## src/hw/rtl/windowed_jerk_snap_estimator_assert.svh

```systemverilog
// Assertion macros for the jerk and snap estimator
`ifndef WINDOWED_JERK_SNAP_ESTIMATOR_ASSERT_SVH
`define WINDOWED_JERK_SNAP_ESTIMATOR_ASSERT_SVH

// a |-> b, checked while out of reset
`define WJS_ASSERT_IMPL(label, a, b) \
	label: assert property (@(posedge clk) disable iff (!arst_n) (a) |-> (b)) \
		else $error("implication failed");

// a |=> b, checked while out of reset
`define WJS_ASSERT_NEXT(label, a, b) \
	label: assert property (@(posedge clk) disable iff (!arst_n) (a) |=> (b)) \
		else $error("assertion failed");

`endif

```

## src/hw/rtl/wjse_pkg.sv

```systemverilog
// ----------------------------------------------------------------------------
// wjse_pkg
// Shared constants and types for the windowed jerk and snap estimator.
// ----------------------------------------------------------------------------
package wjse_pkg;
	localparam int WindowPoints = 8;
	localparam int JerkDepth = WindowPoints - 1;
	localparam int SnapDepth = WindowPoints - 2;
	localparam int JerkIdxW = (JerkDepth > 1) ? $clog2(JerkDepth) : 1;
	localparam int SnapIdxW = (SnapDepth > 1) ? $clog2(SnapDepth) : 1;
	localparam int TotalW = 32 + $clog2(JerkDepth + 1);
	localparam logic [29:0] TpsReset = 30'd1000000;

	// means by reciprocal multiply: q = (|total| * ceil(2^shift / depth)) >> shift
	localparam int MagW = TotalW - 1;
	localparam int RecipLoW = 18;
	localparam int RecipHiW = TotalW - RecipLoW;
	localparam int AvgProdW = MagW + TotalW;
	localparam int JerkShift = MagW + $clog2(JerkDepth);
	localparam int SnapShift = MagW + $clog2(SnapDepth);
	localparam logic [TotalW-1:0] JerkRecip =
		TotalW'(((64'd1 << JerkShift) + 64'(JerkDepth - 1)) / 64'(JerkDepth));
	localparam logic [TotalW-1:0] SnapRecip =
		TotalW'(((64'd1 << SnapShift) + 64'(SnapDepth - 1)) / 64'(SnapDepth));

	typedef struct packed {
		logic load;      // capture input item
		logic jerk_div;  // start jerk division
		logic snap_div;  // start snap division
		logic update;    // update rings and sums
		logic avg_start; // start averaging divisions
	} wjse_cmd_t;

	typedef struct packed {
		logic div_busy;
		logic avg_busy;
	} wjse_sts_t;
endpackage

```

## src/hw/rtl/wjse_ctrl.sv

```systemverilog
// ----------------------------------------------------------------------------
// wjse_ctrl
// Sequencer: load, jerk division, snap division, update, means, output.
// ----------------------------------------------------------------------------
module wjse_ctrl (
	input  logic                clk,
	input  logic                arst_n,
	input  logic                in_valid,
	output logic                in_ready,
	output logic                out_valid,
	input  logic                out_ready,
	output wjse_pkg::wjse_cmd_t cmd,
	input  wjse_pkg::wjse_sts_t sts
);
	import wjse_pkg::*;

	typedef enum logic [7:0] {
		ST_IDLE  = 8'b0000_0001,
		ST_JDIV  = 8'b0000_0010,
		ST_JWAIT = 8'b0000_0100,
		ST_SDIV  = 8'b0000_1000,
		ST_SWAIT = 8'b0001_0000,
		ST_UPD   = 8'b0010_0000,
		ST_AVG   = 8'b0100_0000,
		ST_OUT   = 8'b1000_0000
	} state_t;

	state_t state_q, state_d;

	assign in_ready = (state_q == ST_IDLE);
	assign out_valid = (state_q == ST_OUT) && !sts.avg_busy;

	always_comb begin
		state_d = state_q;
		cmd = '0;
		unique case (state_q)
			ST_IDLE: if (in_valid) begin
				cmd.load = 1'b1;
				state_d = ST_JDIV;
			end
			ST_JDIV: begin
				cmd.jerk_div = 1'b1;
				state_d = ST_JWAIT;
			end
			ST_JWAIT: if (!sts.div_busy) state_d = ST_SDIV;
			ST_SDIV: begin
				cmd.snap_div = 1'b1;
				state_d = ST_SWAIT;
			end
			ST_SWAIT: if (!sts.div_busy) state_d = ST_UPD;
			ST_UPD: begin
				cmd.update = 1'b1;
				state_d = ST_AVG;
			end
			ST_AVG: begin
				cmd.avg_start = 1'b1;
				state_d = ST_OUT;
			end
			ST_OUT: if (out_ready && !sts.avg_busy) state_d = ST_IDLE;
			default: state_d = ST_IDLE;
		endcase
	end

	always_ff @(posedge clk or negedge arst_n) begin
		if (!arst_n) state_q <= ST_IDLE;
		else state_q <= state_d;
	end
endmodule

```

## config.mk

```make
export PLATFORM = sky130hd
export DESIGN_NAME = wjse_ctrl
export DESIGN_NICKNAME = d
export VERILOG_FILES = /design/src/hw/rtl/windowed_jerk_snap_estimator_assert.svh /design/src/hw/rtl/wjse_pkg.sv /design/src/hw/rtl/wjse_ctrl.sv
export SDC_FILE = /design/constraint.sdc
export NUM_CORES = 1
export LEC_CHECK = 0
export BUFFER_PORTS_ARGS = -buffer_cell sky130_fd_sc_hd__buf_4
export CORE_AREA = 2 2 39 41
export DETAILED_ROUTE_END_ITERATION = 8
export DIE_AREA = 0 0 41 43
export SLEW_MARGIN = 10
export SYNTH_ARGS = -nofsm -noshare
export SYNTH_HDL_FRONTEND = slang
export SYNTH_SLANG_ARGS = --single-unit
```

## constraint.sdc

```tcl
create_clock -name clk -period 4.4 [get_ports clk]
set_input_delay 0.22 -clock clk [delete_from_list [all_inputs] [get_ports clk]]
set_output_delay 0.22 -clock clk [all_outputs]
set_load 0.05 [all_outputs]
```

# Word level (Yosys, flattened, before mapping)

Cells that the tools add are included.

Output and inout bits: 7
Register bits after elaboration: 8
Word-level logic and storage cells: 28

Mux-type cells: 11
Eq/ne operators: 12
Reduce and logical (&&, ||, !) cells: 4

Operators with widths:

| operator                                              | count |
|---|---|
| one-hot mux 8 bit (8 select lines)                    | 1 |
| 2-to-1 mux 8 bit                                      | 4 |
| == test 8 x 1 -> 1 bit, second input constant         | 1 |
| == test 8 x 2 -> 1 bit, second input constant         | 1 |
| == test 8 x 3 -> 1 bit, second input constant         | 1 |
| == test 8 x 4 -> 1 bit, second input constant         | 1 |
| == test 8 x 5 -> 1 bit, second input constant         | 1 |
| == test 8 x 6 -> 1 bit, second input constant         | 1 |
| == test 8 x 7 -> 1 bit, second input constant         | 1 |
| == test 8 bit, second input constant                  | 1 |
| 2-to-1 mux 1 bit                                      | 6 |
| inequality test 2 bit, second input constant          | 3 |
| AND reduction 4 bit                                   | 1 |
| logical AND 1 bit                                     | 2 |
| inequality test 2 x 1 -> 1 bit, second input constant | 1 |
| zero test 1 bit                                       | 1 |

# Depth between registers and ports, before layout

Gate-level depths: netlist of run 1.

Word-level depth: 4
Gate-level depth with buffers: 4
Gate-level depth less buffers: 4

# Worst setup path after synthesis of run 1

No wires, ideal clock.

Kind: register to output
From: register state_q[2]
To: output port cmd[4] (netlist bit)
Required time: 4.180 ns
Arrival: 1.870 ns
Slack: 2.310 ns
Stages on the path, launching flop included: 4
Path through: dfrtp_1 nor4_1 and3_1 and2_1

RTL lines:

| item                   | line            | RTL |
|---|---|---|
| start, declared        | wjse_ctrl.sv:28 | `state_t state_q, state_d;` |
| start signal, assigned | wjse_ctrl.sv:66 | `else state_q <= state_d;` |
| end, declared          | wjse_ctrl.sv:12 | `output wjse_pkg::wjse_cmd_t cmd,` |

==> results of run 1 <==
==> critical path, cell delays in order (launching register included) <==
cell	delay, ps
dfrtp_1	390
or4_4	580
or3_1	370
nor3b_1	210
buf_4	220
==> worst max-delay path by stage <==
stage,start,end,cells after the start
2_1_floorplan,state_q[2],cmd[4],3
3_3_place_gp,state_q[6],cmd[2],4
3_5_place_dp,state_q[6],cmd[2],4
4_1_cts,state_q[6],cmd[2],4
5_1_grt,state_q[6],cmd[2],4
6_report,state_q[6],cmd[2],4
==> kinds of logic (layout without fill, tap and decap cells) <==
family          count (synthesis)  count (layout)  synth area share (%)
simple gates                   30              30                  39.6
compound gates                  8               8                  12.1
flops                           8               8                  41.4
buf+inv                         3              19                  3.09
xor+xnor                        1               1                  1.80
mux                             1               1                  2.06
==> metal layers <==
| layer | vias to the layer above | share of wire [%] | wire (um) | GRT usage, % |
|---|---|---|---|---|
| li1 | 220 | - | - | - |
| met3 | 2 | 3.7 | 38 | 3.14 |
| met5 | - | 0 | 0 | 0 |
| met2 | 8 | 47 | 481 | 20.3 |
| met1 | 216 | 47 | 484 | 17.2 |
| met4 | 0 | 1.7 | 17 | 12.0 |
==> metrics by stage <==
| stage | power [uW] | cells |
|---|---|---|
| final | 382 | 83 |
| after CTS | 387 | 83 |
| after floorplan | 268 | 51 |
| after global routing | 408 | 83 |
| after global placement | 324 | 78 |
| after detailed placement | 323 | 78 |
==> power groups by stage <==
| stage | Combinational (uW) | Sequential (uW) | Clock, uW |
|---|---|---|---|
| after floorplan | 160 | 108 | 0 |
| after global placement | 208 | 116 | 0 |
| after detailed placement | 208 | 115 | 0 |
| after CTS | 210 | 114 | 62.9 |
| after global routing | 225 | 117 | 67.1 |
| final | 208 | 114 | 59.2 |
==> layout make-up <==
type | instances | area, um2
clock buffer | 4 | 26.3
fill | 140 | 758
inverter | 2 | 7.51
multi-input combinational | 40 | 270
sequential | 8 | 201
tap | 16 | 20.0
timing repair buffer | 13 | 100
==> synth_stat cells, types with 2 or more instances <==
| cell type | instances |
|---|---|
| dfrtp_1 | 7 |
| nor2_1 | 6 |
| nor2b_1 | 5 |
| nor4_1 | 3 |
| and2_1 | 2 |
| and3_1 | 2 |
| and3b_1 | 2 |
| inv_1 | 2 |
| o21ai_0 | 2 |
==> what timing repair did <==
action,4_1_cts,5_1_grt
setup buffers,0,0
hold buffers,1,0
endpoints found under the hold margin,8,0
==> flow_summary.yaml, run 1 <==
power:
  power.density_mw_per_mm2: 610
  p_switching_uw: 173
  seq_power_share_pct: 29.9
  p_comb_share_pct: 54.5
  ir_worst_vdd_mv: 0.306
  power.share.switching_pct: 45.5
  p_leak_uw: 0.000301
  clock_power_share_pct: 15.5
  power.internal_uw: 208
logic_synthesis:
  syn_area_um2: 487
  ys_seq_elements: 8
  syn_inst: 51
  ys_seq_area_share_pct: 41.4
  yosys.area.top_type: "dfrtp_1"
  async_reset_ff_share_pct: 100
  synth_edf_count: 0
  ys.flop_type: "dfrtp_1"
  synth_area_leaders: "dfrtp_1, nor2b_1, dfstp_2, nor2_1, nor4_1"
  synth.distinct_cells: 29
  postSynthAreaPerCell_um2: 9.54
  synth_nets: 57
  ys_warn_count: 0
  synth_top_area_share_pct: 36.0
clock_network:
  clock_path_buffers: 2
  clock_latency_ps: 250
  clk_pin_slew_worst_paths_ps: 60
  h-tree-depth: 1
  tritoncts: "done"
  cts_buffers: 3
  clockRootBuffer: "clkbuf_4"
  post_cts_resized: 0
  cts_sinks: 8
timing:
  hold_ws_ps: 139
  fin_ws_ps: 2160
  drv_slew: 0
  period_share_pct: 51.0
  rsz0062_at_grt: "false"
  fmax_ghz: 0.446
  fin_skew_ps: 5.99
  slew_headroom_pct: 67.2
  finalHoldViolCount: 0
  tns_ps: 0
  worst_pin_slew_ps: 488
  fin_crit_ps: 2240
  setup_viol: 0
floorplanning:
  dieWidth_um: 41
  io_pins: 13
  coreArea_mm2: 0.00138
  rows: 14
  die_height_um: 43
  initial_core_util_pct: 35.2
  dieArea_mm2: 0.00176
placement:
  dp_slack_ps: 2440
  placed_cell_area_um2: 589
  gp_congestion: 0.750
  portBuffers: 12
  dp_hpwl_um: 811
final_layout:
  top_register: "state_q"
  mostFrequentLayoutCell: "buf_4"
  reg.largest.list: "state_q (8)"
  fin_nets: 74
  final_area_um2: 626
  utilization_pct: 45.2
  final_cell_mix: "buf_4, dfrtp_1, nor2_1, nor2b_1"
  num_antenna_cells: 0
  layout-drive-gt1-share_pct: 26.9
  largest_reg_flops: 8
  syn2layout_area_growth_pct: 28.5
critical_path:
  path_class: "reg -> out"
  rrSetupSlack_ps: 2610
  arrival_ps: 2020
  rr_endpoint: "state_q[2]"
  r2r_cells: 4
  worst_setup_path_start_kind: "flip-flop"
  critPathCaptureType: "output port"
  worstPathMaxFanout: 6
  crit_required_ps: 4180
  reg2reg_from: "state_q[6]"
worst_hold_path:
  min_from: "sts[1]"
  worstHoldEndpoint: "state_q[3]"
  hp-class: "in -> reg"
  holdPathStages: 2
routing:
  drtIter0Drc: 4
  post-route-drc-count: 0
  wire_per_inst_um: 12.3
  drt_pass1_iterations: 4
  wl_um: 1020
  vias_per_cell: 5.37
  ant_nets: 0
  via_count: 446
global_route:
  antenna_found_initial: 0
  overflow: 0
  grt_max_degree: 9
  grt_pass1_vias: 395
  track_usage_pct: 14.3
  grt_pass1_wl_um: 1650
flow_run:
  max_cap_viol_count: 0
run_status:
  status: "completed"
No activity file was read; power rests on OpenSTA's default activity.
==> run 2: changes to the inputs <==
--- a/config.mk
+++ b/config.mk
@@ -5,6 +5,7 @@
 export SDC_FILE = /design/constraint.sdc
 export NUM_CORES = 1
 export LEC_CHECK = 0
+export ABC_AREA = 1
 export BUFFER_PORTS_ARGS = -buffer_cell sky130_fd_sc_hd__buf_4
 export CORE_AREA = 2 2 39 41
 export DETAILED_ROUTE_END_ITERATION = 8
==> constraint.sdc (replaced) <==
create_clock -name clk -period 2.2 [get_ports clk]
set_input_delay 0.11 -clock clk [delete_from_list [all_inputs] [get_ports clk]]
set_output_delay 0.11 -clock clk [all_outputs]
set_load 0.05 [all_outputs]
==> run 2 against run 1 <==
Effect of this change:
- final cell count increased by 29%
- via count increased by 8.5%
- sequential share of layout area down 3.0 points
- first-iteration DRC count increased by 75%
- synthesized cell count rose by 47%
- combinational power increased by 130%
- synthesized area increased by 12%
- global-route usage increased by 0.84 points
- flip-flop and latch count unchanged
- register-to-register slack got worse by 1700 ps
- critical path type unchanged
==> flow_summary.yaml, run 2 <==
run_status:
  status: "completed"
routing:
  post-route-drc-count: 0
  wire_per_inst_um: 9.78
  wl_um: 1050
  ant_nets: 0
  drt_pass1_iterations: 4
  drtIter0Drc: 7
  via_count: 484
  vias_per_cell: 4.52
global_route:
  top_usage_layer: "met2"
  antenna_found_initial: 0
  met1_usage_pct: 15.2
  grt_pass1_wl_um: 1640
  grt_pass1_vias: 421
  grtUsageMet3_pct: 4.71
  track_usage_pct: 15.1
  use_met2_pct: 22.8
  grt_max_degree: 9
  overflow: 0
timing:
  fin_skew_ps: 3.98
  drv_slew: 0
  fmax_ghz: 0.647
  worst_pin_slew_ps: 181
  tns_ps: 0
  finalHoldViolCount: 0
  period_share_pct: 70.3
  setup_viol: 0
  fin_crit_ps: 1550
  rsz0062_at_grt: "false"
  slew_headroom_pct: 87.8
critical_path:
  critPathCaptureType: "output port"
  max_stage_delay_ps: 550
  crit_cells: 5
  arrival_ps: 1440
  slowest_stage: "dfstp_2"
  r2r_cells: 8
  critPathBufInv: 1
  path_class: "reg -> out"
  worstPathCellList: "nand2_1 > nor2_1 > nand2_1 > nor2_1 > buf_4"
  cp_top_family: "flip-flops"
  crit_required_ps: 2090
  worstPathMaxFanout: 4
  worst_setup_path_start_kind: "flip-flop"
final_layout:
  final_cell_mix: "nor2_1, nand2_1, inv_1, buf_4"
  top_register: "state_q"
  fin_nets: 98
  final_area_um2: 689
  largest_reg_flops: 8
  reg.largest.list: "state_q (8)"
  syn2layout_area_growth_pct: 26.7
  layout-drive-gt1-share_pct: 36.3
  num_antenna_cells: 0
floorplanning:
  coreArea_mm2: 0.00138
  io_pins: 13
  dieWidth_um: 41
  die_height_um: 43
  dieArea_mm2: 0.00176
  rows: 14
  initial_core_util_pct: 39.3
logic_synthesis:
  postSynthAreaPerCell_um2: 7.26
  ys_seq_elements: 8
  async_reset_ff_share_pct: 100
  syn_inst: 75
  ys.flop_type: "dfrtp_1"
  synth_nets: 81
  yosys.area.top_type: "dfrtp_1"
  synth_common_cells: "nand2_1, nor2_1, inv_1"
  ys_seq_area_share_pct: 37.0
  synth_edf_count: 0
  synth_area_leaders: "dfrtp_1, nand2_1, nor2_1, inv_1, nor2_2"
  synth.distinct_cells: 19
  syn_area_um2: 544
  ys_warn_count: 0
  synth_top_area_share_pct: 32.2
worst_hold_path:
  hp-class: "in -> reg"
  holdPathStages: 3
power:
  p_leak_uw: 0.000377
  ir_worst_vdd_mv: 0.796
  power.density_mw_per_mm2: 1190
clock_network:
  clk_pin_slew_worst_paths_ps: 50
  cts_sinks: 8
  h-tree-depth: 1
  cts_buffers: 3
  post_cts_resized: 0
  clockRootBuffer: "clkbuf_4"
  clock_path_buffers: 2
  clock_latency_ps: 270
  tritoncts: "done"
placement:
  gp_congestion: 0.767
  dp_hpwl_um: 855
  placed_cell_area_um2: 653
  portBuffers: 12
flow_run:
  max_cap_viol_count: 0
[run 2: tightest hold or removal path, delay by kind of cell]
kind / cells / cell delay, ps
buffers and inverters: 2 / 120
and+or+nand+nor: 1 / 90
[run 2: layout make-up]
cell class              count  area (um2)
well taps                  16        20.0
clock buffers               4        26.3
inverters                  13        51.3
repair buffers             13         100
multi-input cells          53         290
fillers                   139         694
flip-flops and latches      8         201
[run 2: path summary, 6_finish.rpt]
check,startpoint,endpoint,slack [ps]
max in group asynchronous,arst_n,state_q[0],1790
min in group asynchronous,arst_n,state_q[2],200
max reg2reg,state_q[2],state_q[0],960
min reg2reg,state_q[6],state_q[6],610
min,in_valid,state_q[1],100
max,state_q[0],cmd[4],650
[run 2: per-layer routing]
layer  routed length [um]  vias to the layer above
met5                    0                        -
met4                   47                        0
met3                   81                        5
met2                  488                       22
met1                  428                      201
li1                     -                      256
[run 2: logic make-up after synthesis]
kind of cell,count (synthesis),share of synthesized area [%]
AOI/OAI and AO/OA,4,4.37
buffers and inverters,14,10.8
DFF,8,37.0
and+or+nand+nor,49,47.8
[run 2: timing repair]
| action | in CTS | in global routing |
|---|---|---|
| hold buffers | 1 | 0 |
| endpoints found under the hold margin | 8 | 0 |
| buffers inserted | 0 | 0 |
[run 2: metrics by stage]
stage / hold WS, ps / instances / setup slack [ps] / total power, uW / utilization (%)
after detailed placement: -65.5 / 102 / 934 / 699 / 47.2
after CTS: 96.4 / 107 / 638 / 833 / 49.8
after floorplan: -186 / 75 / 564 / 597 / -
final: 102 / 107 / 653 / 821 / 49.8
after global routing: 118 / 107 / 500 / 889 / 49.8
after global placement: -64.3 / 102 / 933 / 700 / 47.2
[run 2: report_power, final]
part	total (uW)	switching, uW	internal (uW)
clock network	126	56.3	69.8
registers	219	30.7	188
logic	477	324	152
==> run 3: changes to the inputs <==
--- a/config.mk
+++ b/config.mk
@@ -5,7 +5,7 @@
 export SDC_FILE = /design/constraint.sdc
 export NUM_CORES = 1
 export LEC_CHECK = 0
-export ABC_AREA = 1
+export ABC_AREA = 0
 export BUFFER_PORTS_ARGS = -buffer_cell sky130_fd_sc_hd__buf_4
 export CORE_AREA = 2 2 39 41
 export DETAILED_ROUTE_END_ITERATION = 8
==> constraint.sdc (replaced) <==
create_clock -name clk -period 1.5 [get_ports clk]
set_input_delay 0.075 -clock clk [delete_from_list [all_inputs] [get_ports clk]]
set_output_delay 0.075 -clock clk [all_outputs]
set_load 0.05 [all_outputs]
==> run 3 against run 2 <==
Effect of this change:
- the run now ends with negative setup slack left
- global-route usage up 3.5 points
- register-to-register slack worse by 1300 ps
- critical endpoint is now cmd[2]
- total power up 110%
- worst setup slack worse by 1100 ps
- core utilization up 17 points
- final cell count down 5.6%
- combinational power rose to 2.7 times the previous value
- via count up 8.5%
- largest power group unchanged
- flip-flop and latch count unchanged
- clock power up 38%
==> flow_summary.yaml, run 3 (same netlist as run 1, synthesis figures left out) <==
global_route:
  grt_pass1_wl_um: 2170
  antenna_found_initial: 0
  grt_pass1_vias: 522
  grt_max_degree: 9
  overflow: 0
  track_usage_pct: 18.6
placement:
  place_inst: 89
  gp_congestion: 0.767
  portBuffers: 12
  placed_cell_area_um2: 699
  dp_hpwl_um: 931
clock_network:
  clock_path_buffers: 2
  cts_sinks: 8
  clock_latency_ps: 260
  cts_buffers: 3
  h-tree-depth: 1
  clk_pin_slew_worst_paths_ps: 50
  tritoncts: "done"
  clockRootBuffer: "clkbuf_4"
final_layout:
  fin_nets: 92
  num_antenna_cells: 0
  syn2layout_area_growth_pct: 91.3
  fin_cells: 101
  layout-drive-gt1-share_pct: 65.9
  fillCellCount: 103
  mostFrequentLayoutCell: "buf_4"
  reg.largest.list: "state_q (8)"
  utilization_pct: 67.3
  final_area_um2: 931
  top_register: "state_q"
  largest_reg_flops: 8
timing:
  slew_headroom_pct: 83.2
  tns_ps: -1750
  fin_ws_ps: -458
  drv_slew: 0
  fin_skew_ps: 9.93
  period_share_pct: 131
  worst_pin_slew_ps: 249
  finalHoldViolCount: 0
  fmax_ghz: 0.511
  rsz0062_at_grt: "true"
  setup_viol: 9
  fin_crit_ps: 1960
critical_path:
  worstPathMaxFanout: 2
  worstSetupStartpoint: "state_q[7]"
  max_stage_delay_ps: 520
  slowest_stage: "or4_4"
  arrival_ps: 1880
  rr_endpoint: "state_q[2]"
  rrSetupSlack_ps: -350
  cp_top_family: "simple AND/OR/NAND/NOR gates"
  worst_setup_path_start_kind: "flip-flop"
  path_class: "reg -> out"
  reg2reg_from: "state_q[7]"
  critPathCaptureType: "output port"
  r2r_cells: 5
  worstPathCellList: "or4_4 > or3_4 > nor3b_4 > buf_6"
  critPathBufInv: 1
  crit_required_ps: 1420
routing:
  wl_um: 1460
  wire_per_inst_um: 14.5
  drt_pass1_iterations: 4
  ant_nets: 0
  via_count: 525
  vias_per_cell: 5.20
  post-route-drc-count: 0
  drtIter0Drc: 6
run_status:
  violations: "negative setup slack"
  status: "finished, violations left"
floorplanning:
  dieWidth_um: 41
  dieArea_mm2: 0.00176
  initial_core_util_pct: 35.2
  io_pins: 13
  die_height_um: 43
  rows: 14
  coreArea_mm2: 0.00138
power:
  power.density_mw_per_mm2: 1890
  p_leak_uw: 0.000424
  ir_worst_vdd_mv: 0.919
worst_hold_path:
  holdPathStages: 2
  worstHoldEndpoint: "state_q[1]"
  hp-class: "in -> reg"
  min_from: "in_valid"
flow_run:
  max_cap_viol_count: 0
==> run 3: cell type report <==
type,instances,area (um2),share of cell area [%]
clock buffers,4,26.3,2.82
inverters,2,7.51,0.806
multi-input cells,40,389,41.8
flip-flops and latches,8,205,22.0
well taps,16,20.0,2.15
repair buffers,31,283,30.4
==> run 3: what timing repair did <==
item                       CTS  global route
resized for setup           22            12
buffers inserted             5             4
hold buffers                 2             0
hold endpoints to repair     9             0
pin swaps                    4             4
setup endpoints to repair   10            12
==> run 3: through the flow <==
step / total power [uW] / worst slack (ps) / hold WS, ps
global route: 1870 / -513 / 76.1
floorplan: 831 / -184 / -221
CTS: 1630 / -449 / 65.6
detailed placement: 1170 / -222 / -104
global placement: 1160 / -192 / -102
finish: 1760 / -458 / 74.0
==> run 3: how the worst max path moves through the flow <==
stage	slack, ps	end	depth (start not counted)
floorplan	-180	cmd[2]	4
detailed placement	-220	cmd[2]	4
finish	-460	cmd[2]	4
global route	-510	cmd[2]	4
global placement	-190	cmd[2]	4
CTS	-450	cmd[2]	4
==> run 3: report_power, final <==
part           leakage, uW  total (uW)  internal (uW)  switching, uW
Sequential        0.000102         311            271           40.1
Clock            0.0000150         174            102           72.2
Combinational     0.000307        1270            669            605
==> run 3: worst register-to-register path, delay by kind of cell (launching register included) <==
family                 cells  cell delay (ps)
AOI/OAI and AO/OA          2              240
buffers and inverters      1              160
DFF                        1              380
and+or+nand+nor            2             1000
==> run 3: routing by layer <==
| metal | track usage [%] | wire length (um) |
|---|---|---|
| met1 | 24.7 | 634 |
| met2 | 27.5 | 740 |
| met3 | 3.14 | 60 |
| met4 | 10.0 | 25 |
| met5 | 0 | 0 |
